## config.mk

```make
export PLATFORM = sky130hd
export DESIGN_NAME = i2c_master_byte_sequencer_core_flat
export DESIGN_NICKNAME = d
export VERILOG_FILES = /design/src/design/i2cmbs_pkg.sv /design/src/design/i2cmbs_if.sv /design/src/design/i2c_master_byte_sequencer_core.sv /design/src/design/i2cmbs_cfg.sv /design/src/design/i2cmbs_seq.sv /design/src/flat_wrapper.sv
export VERILOG_INCLUDE_DIRS = /design/src /design/src/design
export SDC_FILE = /design/constraint.sdc
export NUM_CORES = 1
export LEC_CHECK = 0
export BUFFER_PORTS_ARGS = -buffer_cell sky130_fd_sc_hd__buf_2
export CORE_MARGIN = 2
export CORE_UTILIZATION = 61
export DETAILED_ROUTE_END_ITERATION = 10
export GPL_TIMING_DRIVEN = 0
export PLACE_DENSITY = 0.82
export SYNTH_ARGS = -nofsm -noshare
export SYNTH_HDL_FRONTEND = slang
export SYNTH_SLANG_ARGS = --single-unit
export TNS_END_PERCENT = 10
```

## constraint.sdc

```tcl
create_clock -name i_clk -period 2.8 [get_ports i_clk]
set_input_delay 0.56 -clock i_clk [delete_from_list [all_inputs] [get_ports i_clk]]
set_output_delay 0.56 -clock i_clk [all_outputs]
set_load 0.05 [all_outputs]
```

## src/design/i2c_master_byte_sequencer_core_assert.svh

```systemverilog
// Assertion macros used by the sequencer RTL (i2cmbs_seq)
`ifndef I2C_MASTER_BYTE_SEQUENCER_CORE_ASSERT_SVH
`define I2C_MASTER_BYTE_SEQUENCER_CORE_ASSERT_SVH

// Checked only outside reset
`define I2CMBS_ASSERT(lbl, prop, msg) \
    lbl: assert property (@(posedge i_clk) disable iff (!i_rst_n) prop) else $error(msg);

// Checked on every edge, reset included
`define I2CMBS_ASSERT_ALWAYS(lbl, prop, msg) \
    lbl: assert property (@(posedge i_clk) prop) else $error(msg);

`endif

```

## src/design/i2cmbs_pkg.sv

```systemverilog
package i2cmbs_pkg;

    // Delay counter width; register values above its maximum saturate
    localparam int DELAY_WIDTH = 16;
    localparam int REG_W       = 16;
    localparam int NUM_REGS    = 7;
    localparam int CFG_IDX_W   = 3;

    localparam logic [32:0] DELAY_MAX = (33'd1 << DELAY_WIDTH) - 33'd1;

    typedef logic [DELAY_WIDTH-1:0] t_delay;
    typedef logic [REG_W-1:0]       t_reg;

    // Register indexes
    localparam logic [CFG_IDX_W-1:0] REG_SETUP = 3'd0;
    localparam logic [CFG_IDX_W-1:0] REG_HIGH  = 3'd1;
    localparam logic [CFG_IDX_W-1:0] REG_STSU  = 3'd2;
    localparam logic [CFG_IDX_W-1:0] REG_STHD  = 3'd3;
    localparam logic [CFG_IDX_W-1:0] REG_LOW   = 3'd4;
    localparam logic [CFG_IDX_W-1:0] REG_SPSU  = 3'd5;
    localparam logic [CFG_IDX_W-1:0] REG_BUF   = 3'd6;

    localparam t_reg REG_RESET [NUM_REGS] = '{
        16'd18, 16'd286, 16'd336, 16'd286, 16'd336, 16'd286, 16'd4358
    };

    // Command codes; codes above OP_READ act as a plain tick
    localparam logic [2:0] OP_TICK  = 3'd0;
    localparam logic [2:0] OP_START = 3'd1;
    localparam logic [2:0] OP_STOP  = 3'd2;
    localparam logic [2:0] OP_WRITE = 3'd3;
    localparam logic [2:0] OP_READ  = 3'd4;

    typedef enum logic [3:0] {
        PH_IDLE  = 4'd0,
        PH_S1    = 4'd1,
        PH_S2    = 4'd2,
        PH_S3    = 4'd3,
        PH_S4    = 4'd4,
        PH_S5    = 4'd5,
        PH_P1    = 4'd6,
        PH_P2    = 4'd7,
        PH_P3    = 4'd8,
        PH_P4    = 4'd9,
        PH_BSET  = 4'd10,
        PH_BHIGH = 4'd11,
        PH_BLOW  = 4'd12,
        PH_RREL  = 4'd13,
        PH_RHIGH = 4'd14,
        PH_RLOW  = 4'd15
    } t_phase;

    typedef struct packed {
        t_reg setup;
        t_reg high;
        t_reg stsu;
        t_reg sthd;
        t_reg low;
        t_reg spsu;
        t_reg buf_free;
    } t_timing;

    typedef struct packed {
        logic       scl_level;
        logic       sda_level;
        logic       busy_res;
        logic       done_res;
        logic [7:0] rx_byte;
        logic       got_nack;
        logic       rejected;
    } t_result;

    // Step length from a register value: zero counts as one, large values saturate
    function automatic t_delay f_step_len(input t_reg v);
        logic [32:0] w;
        begin
            w = 33'(v);
            if (w > DELAY_MAX) w = DELAY_MAX;
            if (w == 33'd0) w = 33'd1;
            return w[DELAY_WIDTH-1:0];
        end
    endfunction

endpackage

```

## src/design/i2cmbs_if.sv

```systemverilog
// Command beat: one timing tick, optionally carrying a command
interface i2cmbs_cmd_if;
    import i2cmbs_pkg::*;
    logic       valid;
    logic       ready;
    logic [2:0] op;
    logic [7:0] tx_byte;
    logic       send_nack;
    logic       sda_in;
    modport source (output valid, op, tx_byte, send_nack, sda_in, input ready);
    modport sink   (input valid, op, tx_byte, send_nack, sda_in, output ready);
endinterface

// Result beat: line drives and status for one tick
interface i2cmbs_res_if;
    import i2cmbs_pkg::*;
    logic       valid;
    logic       ready;
    logic       scl_level;
    logic       sda_level;
    logic       busy_res;
    logic       done_res;
    logic [7:0] rx_byte;
    logic       got_nack;
    logic       rejected;
    modport source (output valid, scl_level, sda_level, busy_res, done_res, rx_byte,
                    got_nack, rejected, input ready);
    modport sink   (input valid, scl_level, sda_level, busy_res, done_res, rx_byte,
                    got_nack, rejected, output ready);
endinterface

// Register write beat
interface i2cmbs_cfg_if;
    import i2cmbs_pkg::*;
    logic                 valid;
    logic                 ready;
    logic [CFG_IDX_W-1:0] reg_index;
    logic [REG_W-1:0]     wdata;
    modport source (output valid, reg_index, wdata, input ready);
    modport sink   (input valid, reg_index, wdata, output ready);
endinterface

```

## src/design/i2c_master_byte_sequencer_core.sv

```systemverilog
// I2C master line sequencer. Every command beat is one timing tick and yields
// exactly one result beat with the SCL/SDA drives (1 = released) and status.
// On an idle tick the beat may carry start, stop, write byte or read byte;
// commands on busy ticks are dropped and flagged as rejected. Each bus step
// lasts the number of ticks in its timing register (zero counts as one).
// Throughput is one beat per clock: the sequencer state and the result
// register update in the same cycle a beat is taken, and the next beat is
// accepted whenever the result register is empty or being drained.
// Timing registers are to be written through the config channel while idle; the block does not enforce it.
module i2c_master_byte_sequencer_core
    import i2cmbs_pkg::*;
(
    input  logic          i_clk,
    input  logic          i_rst_n,
    i2cmbs_cmd_if.sink    i_cmd,
    i2cmbs_cfg_if.sink    i_cfg,
    i2cmbs_res_if.source  o_res
);

    t_timing w_timing;
    t_result w_res;
    t_result r_res;
    logic    r_res_valid;
    logic    w_step;

    // Input taken when the result slot is free or drains this cycle
    assign i_cmd.ready = !r_res_valid || o_res.ready;
    assign w_step      = i_cmd.valid && i_cmd.ready;

    i2cmbs_cfg u_cfg (
        .i_clk    (i_clk),
        .i_rst_n  (i_rst_n),
        .i_cfg    (i_cfg),
        .o_timing (w_timing)
    );

    i2cmbs_seq u_seq (
        .i_clk       (i_clk),
        .i_rst_n     (i_rst_n),
        .i_step      (w_step),
        .i_op        (i_cmd.op),
        .i_tx_byte   (i_cmd.tx_byte),
        .i_send_nack (i_cmd.send_nack),
        .i_sda_in    (i_cmd.sda_in),
        .i_timing    (w_timing),
        .o_res       (w_res)
    );

    // Result register
    always_ff @(posedge i_clk) begin
        if (!i_rst_n) begin
            r_res_valid <= 1'b0;
        end else if (w_step) begin
            r_res_valid <= 1'b1;
        end else if (o_res.ready) begin
            r_res_valid <= 1'b0;
        end
    end

    always_ff @(posedge i_clk) begin
        if (w_step) r_res <= w_res;
    end

    assign o_res.valid     = r_res_valid;
    assign o_res.scl_level = r_res.scl_level;
    assign o_res.sda_level = r_res.sda_level;
    assign o_res.busy_res  = r_res.busy_res;
    assign o_res.done_res  = r_res.done_res;
    assign o_res.rx_byte   = r_res.rx_byte;
    assign o_res.got_nack  = r_res.got_nack;
    assign o_res.rejected  = r_res.rejected;

endmodule

```

## src/design/i2cmbs_cfg.sv

```systemverilog
module i2cmbs_cfg
    import i2cmbs_pkg::*;
(
    input  logic         i_clk,
    input  logic         i_rst_n,
    i2cmbs_cfg_if.sink   i_cfg,
    output t_timing      o_timing
);

    t_reg r_regs [NUM_REGS];

    // Writes are always taken; indexes past the list are dropped
    assign i_cfg.ready = 1'b1;

    always_ff @(posedge i_clk) begin
        if (!i_rst_n) begin
            for (int i = 0; i < NUM_REGS; i++) r_regs[i] <= REG_RESET[i];
        end else if (i_cfg.valid && (i_cfg.reg_index < CFG_IDX_W'(NUM_REGS))) begin
            r_regs[i_cfg.reg_index] <= i_cfg.wdata;
        end
    end

    assign o_timing.setup    = r_regs[REG_SETUP];
    assign o_timing.high     = r_regs[REG_HIGH];
    assign o_timing.stsu     = r_regs[REG_STSU];
    assign o_timing.sthd     = r_regs[REG_STHD];
    assign o_timing.low      = r_regs[REG_LOW];
    assign o_timing.spsu     = r_regs[REG_SPSU];
    assign o_timing.buf_free = r_regs[REG_BUF];

endmodule

```

## src/design/i2cmbs_seq.sv

```systemverilog
module i2cmbs_seq
    import i2cmbs_pkg::*;
(
    input  logic       i_clk,
    input  logic       i_rst_n,
    input  logic       i_step,
    input  logic [2:0] i_op,
    input  logic [7:0] i_tx_byte,
    input  logic       i_send_nack,
    input  logic       i_sda_in,
    input  t_timing    i_timing,
    output t_result    o_res
);

    `include "i2c_master_byte_sequencer_core_assert.svh"

    t_phase     r_phase,  n_phase;
    logic [2:0] r_cmd,    n_cmd;
    t_delay     r_delay,  n_delay;
    logic [3:0] r_bit,    n_bit;
    logic [7:0] r_shift,  n_shift;
    logic       r_scl,    n_scl;
    logic       r_sda,    n_sda;
    logic       r_nack,   n_nack;
    logic       r_mnack,  n_mnack;
    logic [7:0] r_rx,     n_rx;
    logic       w_done;
    logic       w_rej;
    logic       w_is_cmd;
    logic [3:0] w_bit_inc;
    logic [7:0] w_shift_sl;

    assign w_is_cmd   = (i_op == OP_START) || (i_op == OP_STOP) ||
                        (i_op == OP_WRITE) || (i_op == OP_READ);
    assign w_bit_inc  = r_bit + 4'd1;
    assign w_shift_sl = {r_shift[6:0], 1'b0};

    // Next state for one tick
    always_comb begin
        n_phase = r_phase;
        n_cmd   = r_cmd;
        n_delay = r_delay;
        n_bit   = r_bit;
        n_shift = r_shift;
        n_scl   = r_scl;
        n_sda   = r_sda;
        n_nack  = r_nack;
        n_mnack = r_mnack;
        n_rx    = r_rx;
        w_done  = 1'b0;
        w_rej   = 1'b0;

        if (r_phase != PH_IDLE) begin
            w_rej = w_is_cmd;
            if (r_delay > t_delay'(1)) begin
                n_delay = r_delay - t_delay'(1);
            end else begin
                unique case (r_phase)
                    PH_S1: begin
                        n_scl = 1'b1; n_phase = PH_S2; n_delay = f_step_len(i_timing.high);
                    end
                    PH_S2: begin
                        n_scl = 1'b1; n_phase = PH_S3; n_delay = f_step_len(i_timing.stsu);
                    end
                    PH_S3: begin
                        n_sda = 1'b0; n_phase = PH_S4; n_delay = f_step_len(i_timing.sthd);
                    end
                    PH_S4: begin
                        n_scl = 1'b0; n_phase = PH_S5; n_delay = f_step_len(i_timing.low);
                    end
                    PH_P1: begin
                        n_sda = 1'b0; n_phase = PH_P2; n_delay = f_step_len(i_timing.setup);
                    end
                    PH_P2: begin
                        n_scl = 1'b1; n_phase = PH_P3; n_delay = f_step_len(i_timing.spsu);
                    end
                    PH_P3: begin
                        n_sda = 1'b1; n_phase = PH_P4;
                        n_delay = f_step_len(i_timing.buf_free);
                    end
                    PH_BSET: begin
                        n_scl = 1'b1; n_phase = PH_BHIGH; n_delay = f_step_len(i_timing.high);
                    end
                    PH_BHIGH: begin
                        // ACK slot of a write: sample the slave answer
                        if (r_cmd == OP_WRITE && r_bit == 4'd8) n_nack = i_sda_in;
                        n_scl = 1'b0; n_phase = PH_BLOW; n_delay = f_step_len(i_timing.low);
                    end
                    PH_BLOW: begin
                        n_bit   = w_bit_inc;
                        n_shift = w_shift_sl;
                        if (r_cmd == OP_WRITE && w_bit_inc < 4'd8) begin
                            n_sda = w_shift_sl[7];
                            n_phase = PH_BSET; n_delay = f_step_len(i_timing.setup);
                        end else if (r_cmd == OP_WRITE && w_bit_inc == 4'd8) begin
                            n_sda = 1'b1;
                            n_phase = PH_BSET; n_delay = f_step_len(i_timing.setup);
                        end else begin
                            n_phase = PH_IDLE; n_delay = '0; w_done = 1'b1;
                        end
                    end
                    PH_RREL: begin
                        n_scl = 1'b1; n_phase = PH_RHIGH; n_delay = f_step_len(i_timing.high);
                    end
                    PH_RHIGH: begin
                        n_shift = {r_shift[6:0], i_sda_in};
                        n_scl = 1'b0; n_phase = PH_RLOW; n_delay = f_step_len(i_timing.low);
                    end
                    PH_RLOW: begin
                        if (w_bit_inc < 4'd8) begin
                            n_bit = w_bit_inc;
                            n_scl = 1'b1; n_phase = PH_RHIGH;
                            n_delay = f_step_len(i_timing.high);
                        end else begin
                            // byte complete: answer with the held ACK/NACK bit
                            n_bit = 4'd8;
                            n_rx  = r_shift;
                            n_sda = r_mnack;
                            n_phase = PH_BSET; n_delay = f_step_len(i_timing.setup);
                        end
                    end
                    PH_S5, PH_P4: begin
                        n_phase = PH_IDLE; n_delay = '0; w_done = 1'b1;
                    end
                    default: begin
                        n_phase = PH_IDLE; n_delay = '0;
                    end
                endcase
            end
        end else if (w_is_cmd) begin
            n_cmd = i_op;
            n_bit = 4'd0;
            case (i_op)
                OP_START: begin
                    n_sda = 1'b1; n_phase = PH_S1; n_delay = f_step_len(i_timing.setup);
                end
                OP_STOP: begin
                    n_scl = 1'b0; n_phase = PH_P1; n_delay = f_step_len(i_timing.low);
                end
                OP_WRITE: begin
                    n_shift = i_tx_byte;
                    n_sda   = i_tx_byte[7];
                    n_phase = PH_BSET; n_delay = f_step_len(i_timing.setup);
                end
                default: begin
                    n_shift = 8'd0;
                    n_mnack = i_send_nack;
                    n_sda   = 1'b1;
                    n_phase = PH_RREL; n_delay = f_step_len(i_timing.setup);
                end
            endcase
        end
    end

    // Result of this tick
    always_comb begin
        o_res.scl_level = n_scl;
        o_res.sda_level = n_sda;
        o_res.busy_res  = (n_phase != PH_IDLE);
        o_res.done_res  = w_done;
        o_res.rx_byte   = n_rx;
        o_res.got_nack  = n_nack;
        o_res.rejected  = w_rej;
    end

    // Control state
    always_ff @(posedge i_clk) begin
        if (!i_rst_n) begin
            r_phase <= PH_IDLE;
            r_cmd   <= OP_TICK;
            r_delay <= '0;
            r_bit   <= 4'd0;
            r_shift <= 8'd0;
            r_scl   <= 1'b1;
            r_sda   <= 1'b1;
            r_nack  <= 1'b0;
            r_mnack <= 1'b0;
            r_rx    <= 8'd0;
        end else if (i_step) begin
            r_phase <= n_phase;
            r_cmd   <= n_cmd;
            r_delay <= n_delay;
            r_bit   <= n_bit;
            r_shift <= n_shift;
            r_scl   <= n_scl;
            r_sda   <= n_sda;
            r_nack  <= n_nack;
            r_mnack <= n_mnack;
            r_rx    <= n_rx;
        end
    end

    `I2CMBS_ASSERT(a_idle_no_count, (r_phase == PH_IDLE) |-> (r_delay == '0), "idle with a running delay")
    `I2CMBS_ASSERT(a_busy_count, (r_phase != PH_IDLE) |-> (r_delay != '0), "busy with an empty delay")
    `I2CMBS_ASSERT(a_bit_range, r_bit <= 4'd9, "bit index out of range")
    `I2CMBS_ASSERT(a_cmd_starts, (i_step && r_phase == PH_IDLE && w_is_cmd) |=> (r_phase != PH_IDLE), "command did not start")
    `I2CMBS_ASSERT(a_done_idle, (i_step && w_done) |=> (r_phase == PH_IDLE), "done without return to idle")

endmodule

```

## src/flat_wrapper.sv

```systemverilog
// flat-port wrapper written by rule: the top's interface ports become plain ports
module i2c_master_byte_sequencer_core_flat import i2cmbs_pkg::*;
  (i_clk, i_rst_n, i_cmd_valid, i_cmd_op, i_cmd_tx_byte, i_cmd_send_nack, i_cmd_sda_in, i_cmd_ready, i_cfg_valid, i_cfg_reg_index, i_cfg_wdata, i_cfg_ready, o_res_valid, o_res_scl_level, o_res_sda_level, o_res_busy_res, o_res_done_res, o_res_rx_byte, o_res_got_nack, o_res_rejected, o_res_ready);
  i2cmbs_cmd_if i_cmd_i ();
  i2cmbs_cfg_if i_cfg_i ();
  i2cmbs_res_if o_res_i ();
  input  logic i_clk;
  input  logic i_rst_n;
  input wire logic [$bits(i_cmd_i.valid)-1:0] i_cmd_valid;
  input wire logic [$bits(i_cmd_i.op)-1:0] i_cmd_op;
  input wire logic [$bits(i_cmd_i.tx_byte)-1:0] i_cmd_tx_byte;
  input wire logic [$bits(i_cmd_i.send_nack)-1:0] i_cmd_send_nack;
  input wire logic [$bits(i_cmd_i.sda_in)-1:0] i_cmd_sda_in;
  output wire logic [$bits(i_cmd_i.ready)-1:0] i_cmd_ready;
  input wire logic [$bits(i_cfg_i.valid)-1:0] i_cfg_valid;
  input wire logic [$bits(i_cfg_i.reg_index)-1:0] i_cfg_reg_index;
  input wire logic [$bits(i_cfg_i.wdata)-1:0] i_cfg_wdata;
  output wire logic [$bits(i_cfg_i.ready)-1:0] i_cfg_ready;
  output wire logic [$bits(o_res_i.valid)-1:0] o_res_valid;
  output wire logic [$bits(o_res_i.scl_level)-1:0] o_res_scl_level;
  output wire logic [$bits(o_res_i.sda_level)-1:0] o_res_sda_level;
  output wire logic [$bits(o_res_i.busy_res)-1:0] o_res_busy_res;
  output wire logic [$bits(o_res_i.done_res)-1:0] o_res_done_res;
  output wire logic [$bits(o_res_i.rx_byte)-1:0] o_res_rx_byte;
  output wire logic [$bits(o_res_i.got_nack)-1:0] o_res_got_nack;
  output wire logic [$bits(o_res_i.rejected)-1:0] o_res_rejected;
  input wire logic [$bits(o_res_i.ready)-1:0] o_res_ready;
  assign i_cmd_i.valid = i_cmd_valid;
  assign i_cmd_i.op = i_cmd_op;
  assign i_cmd_i.tx_byte = i_cmd_tx_byte;
  assign i_cmd_i.send_nack = i_cmd_send_nack;
  assign i_cmd_i.sda_in = i_cmd_sda_in;
  assign i_cmd_ready = i_cmd_i.ready;
  assign i_cfg_i.valid = i_cfg_valid;
  assign i_cfg_i.reg_index = i_cfg_reg_index;
  assign i_cfg_i.wdata = i_cfg_wdata;
  assign i_cfg_ready = i_cfg_i.ready;
  assign o_res_valid = o_res_i.valid;
  assign o_res_scl_level = o_res_i.scl_level;
  assign o_res_sda_level = o_res_i.sda_level;
  assign o_res_busy_res = o_res_i.busy_res;
  assign o_res_done_res = o_res_i.done_res;
  assign o_res_rx_byte = o_res_i.rx_byte;
  assign o_res_got_nack = o_res_i.got_nack;
  assign o_res_rejected = o_res_i.rejected;
  assign o_res_i.ready = o_res_ready;
  i2c_master_byte_sequencer_core u_core (.i_clk(i_clk), .i_rst_n(i_rst_n), .i_cmd(i_cmd_i), .i_cfg(i_cfg_i), .o_res(o_res_i));
endmodule
```

==> results.yml <==
sta:
  fin_crit_sh: 1.007
  relSlewSlack: 0.1275
  period_needed_ns: 2.821
  finalSetupViolations: 1
  drv_slew: 0
  rsz0062_at_grt: "true"
  worst_pin_slew_ns: 1.309
  clock_skew_ns: 0.009639
  worst_slack_ns: -0.02055
  holdWs_ns: 0.3575
  fmax_mhz: 354.5
  hold_viol: 0
placed_design:
  placed_cells: 1125
  portBuffers: 49
  dp_hpwl_mm: 19.46
  place.gp.congestion: 1.008
layout:
  ff_latch_area_sq_mm: 0.004584
  drive_gt1_frac: 0.1469
  fin_cells: 1160
  area_growth_pct: 13.16
  multiInputGateArea_sq_mm: 0.004011
  n_fill_cell: 1070
  diodes: 0
  finish.utilization: 0.7136
  nets: 1009
outcome:
  violations: "setup timing"
  status: "finished, violations left"
yosys:
  synth_edf_count: 110
  synth-main-ff-cell: "edfxtp_1"
  synth_warnings: 0
  synthMuxAreaShare: 0.03986
  ys_ff_latch: 174
  syn-num-nets: 938
  netlist_top_cells_area: "edfxtp_1 37%, dfxtp_1 15%, nor2_1 4.4%, nand2_1 4.3%, a21oi_1 3.3%"
  synthSimpleGateAreaFrac: 0.2145
  synth_top_cell_area_share: 0.3745
  ys_types: 78
  synth-compound-area-share: 0.1708
  synthAdderAreaFrac: 0.007092
  syn_avg_cell_area_sq_um: 9.845
  synth_xor_area_frac: 0.01376
  synth_seq_area_share: 0.5197
  yosys.area.top_type: "edfxtp_1"
  async_flop_share: 0
  synth_top_family_by_area: "simple AND/OR/NAND/NOR gates"
  synthTopCellsByCount: "110 x edfxtp_1, 104 x nor2_1, 100 x nand2_1"
  netlist_instances: 896
  synth.most_common_cell: "edfxtp_1"
  synth_area_sq_mm: 0.008821
worst_hold_path:
  min_from: "i_cfg_wdata[1]"
  min_path_cells: 3
  hp-class: "in2reg"
  whs_endpoint: "u_core.u_cfg.r_regs[6][1]$_SDFFE_PN1P_"
drt:
  drtIter0Drc: 1500
  remaining_drc_errors: 0
  drtPass1Iterations: 7
  postRouteAntennaNets: 0
  via_count: 7898
  routed_via_density: 6.809
  wl_per_cell_microns: 23.36
  wl_mm: 27.10
setup_path:
  cp_data_arrival_time_ns: 3.13
  reg2reg_depth: 8
  required_ns: 3.10
  reg2reg_to: "u_core.u_seq.r_delay[2]$_SDFFE_PN0P_"
  critPathLaunchType: "flip-flop"
  cp_max_fo: 10
  worstSetupPathType: "reg2reg"
  cp-end-kind: "flip-flop"
  reg2reg_from: "u_core.u_seq.r_phase[1]$_SDFFE_PN0P_"
  ff2ff_setup_slack_ns: -0.02
clocking:
  cts_tree: "done"
  numCtsBuffers: 17
  clock_latency_ns: 0.44
  cts_buffer_depth: 2
  htreeDepth: 4
  clk_pin_slew_worst_paths_ns: 0.07
  postCtsHoldBufs: 0
  clock-sinks: 174
  cts_root_buf: "clkbuf_16"
die:
  ios: 54
  num_rows: 43
  start_util: 0.6306
  die_w_microns: 124.3
  die-area_sq_mm: 0.01544
  coreArea_sq_mm: 0.01399
  die_h_microns: 124.3
grt:
  gr-total-overflow: 0
  antenna_found_initial: 0
  grt_max_degree: 24
  grt_first_pass_wirelength_mm: 41.10
  grt_pass1_vias: 7417
  grt_usage: 0.3457
power:
  pwr_density_cell_mw_per_mm2: 654.8
  ir_drop_mv: 0.5332
  power_leakage_nw: 3.558
job:
  cap_viol_max_count: 0
==> logic make-up after synthesis <==
logic type,count (synthesis)
buffers and inverters,78
adders and majority gates,5
muxes,33
AOI/OAI and AO/OA,212
and+or+nand+nor,380
xor gates and xnor gates,13
DFF,174
other,1
==> metal layers <==
layer	track usage	routed length [microns]	part of all wire	up-vias
met5	0	0	0	-
met4	0.1798	1360	0.050	0
met3	0.06959	2925	0.11	115
met2	0.5558	12740	0.47	617
met1	0.4445	10070	0.37	3661
li1	-	-	-	3505
==> state kept, by name (all words and copies together), names as in the netlist, 3 cells and up <==
register / flops
u_core.u_seq.r_rx: 8
u_core.u_seq.r_shift: 8
u_core.u_seq.r_phase: 4
u_core.u_seq.r_bit: 4
u_core.o_res.rx_byte: 8
u_core.u_seq.r_cmd: 3
u_core.u_seq.r_delay: 16
u_core.u_cfg.r_regs: 112
==> layout by cell type, fill, tap and decap left out, types with 19 or more instances in the layout <==
master / n
edfxtp_1: 110
nor2_1: 102
nand2_1: 97
dfxtp_1: 64
a21oi_1: 57
buf_2: 51
clkbuf_1: 40
nor3_1: 29
nor4_1: 27
o21ai_0: 26
and2_1: 23
inv_1: 22
nand3_1: 19
mux2i_1: 19
==> final cells by class <==
| type | count | share of cell area |
|---|---|---|
| Timing Repair Buffer | 52 | 0.02682 |
| Clock inverter | 10 | 0.009526 |
| Inverter | 24 | 0.009025 |
| Tap cell | 180 | 0.02256 |
| Multi-Input combinational cell | 644 | 0.4019 |
| Sequential cell | 174 | 0.4593 |
| Clock buffer | 22 | 0.04851 |
| Buffer | 54 | 0.02244 |
==> stage by stage <==
stage | total power [W] | area [sq um] | setup WS, ns | setup TNS, ns
2_1_floorplan | 0.003833 | 8821 | 0.4195 | 0
3_3_place_gp | 0.004162 | 9291 | -0.4810 | -39.57
3_5_place_dp | 0.004187 | 9295 | -0.5793 | -37.97
4_1_cts | 0.006455 | 9896 | 0.004972 | 0
5_1_grt | 0.006721 | 9982 | -0.08234 | -0.4022
6_report | 0.006537 | 9982 | -0.02055 | -0.02055
==> power by group <==
group	switching [W]	internal [W]	total (W)
logic	0.000777	0.000370	0.00115
clock network	0.00107	0.00126	0.00232
registers	0.000162	0.00290	0.00307
total	0.00201	0.00453	0.00654
==> critical path, stage by stage (launching register included) <==
cell       delay [ns]
dfxtp_1          0.45
clkbuf_1         0.45
nand2b_1         0.24
nor3_1           0.08
a21oi_1          0.23
nand2_1          0.21
a221o_1          0.41
a2111oi_0        0.52
nor3_1           0.09
==> what timing repair did <==
action,CTS,global route
gates cloned,0,0
endpoints found under the setup margin,38,81
pin swaps,0,1
setup buffers,0,3
resized for setup,11,25
==> worst max path at each step <==
| stage | start | end | slack (ns) |
|---|---|---|---|
| 2_1_floorplan | i_rst_n | u_core.u_cfg.r_regs[4][0]$_SDFFCE_PN0P_ | 0.42 |
| 3_3_place_gp | i_rst_n | u_core.u_cfg.r_regs[4][7]$_SDFFCE_PN0P_ | -0.48 |
| 3_5_place_dp | i_rst_n | u_core.u_cfg.r_regs[4][1]$_SDFFCE_PN0P_ | -0.58 |
| 4_1_cts | u_core.u_seq.r_phase[0]$_SDFFE_PN0P_ | u_core.u_seq.r_delay[8]$_SDFFE_PN0P_ | 0.005 |
| 5_1_grt | u_core.u_seq.r_delay[11]$_SDFFE_PN0P_ | u_core.u_seq.r_delay[4]$_SDFFE_PN0P_ | -0.08 |
| 6_report | u_core.u_seq.r_phase[1]$_SDFFE_PN0P_ | u_core.u_seq.r_delay[2]$_SDFFE_PN0P_ | -0.02 |
Power figures use the tool's default switching activity.
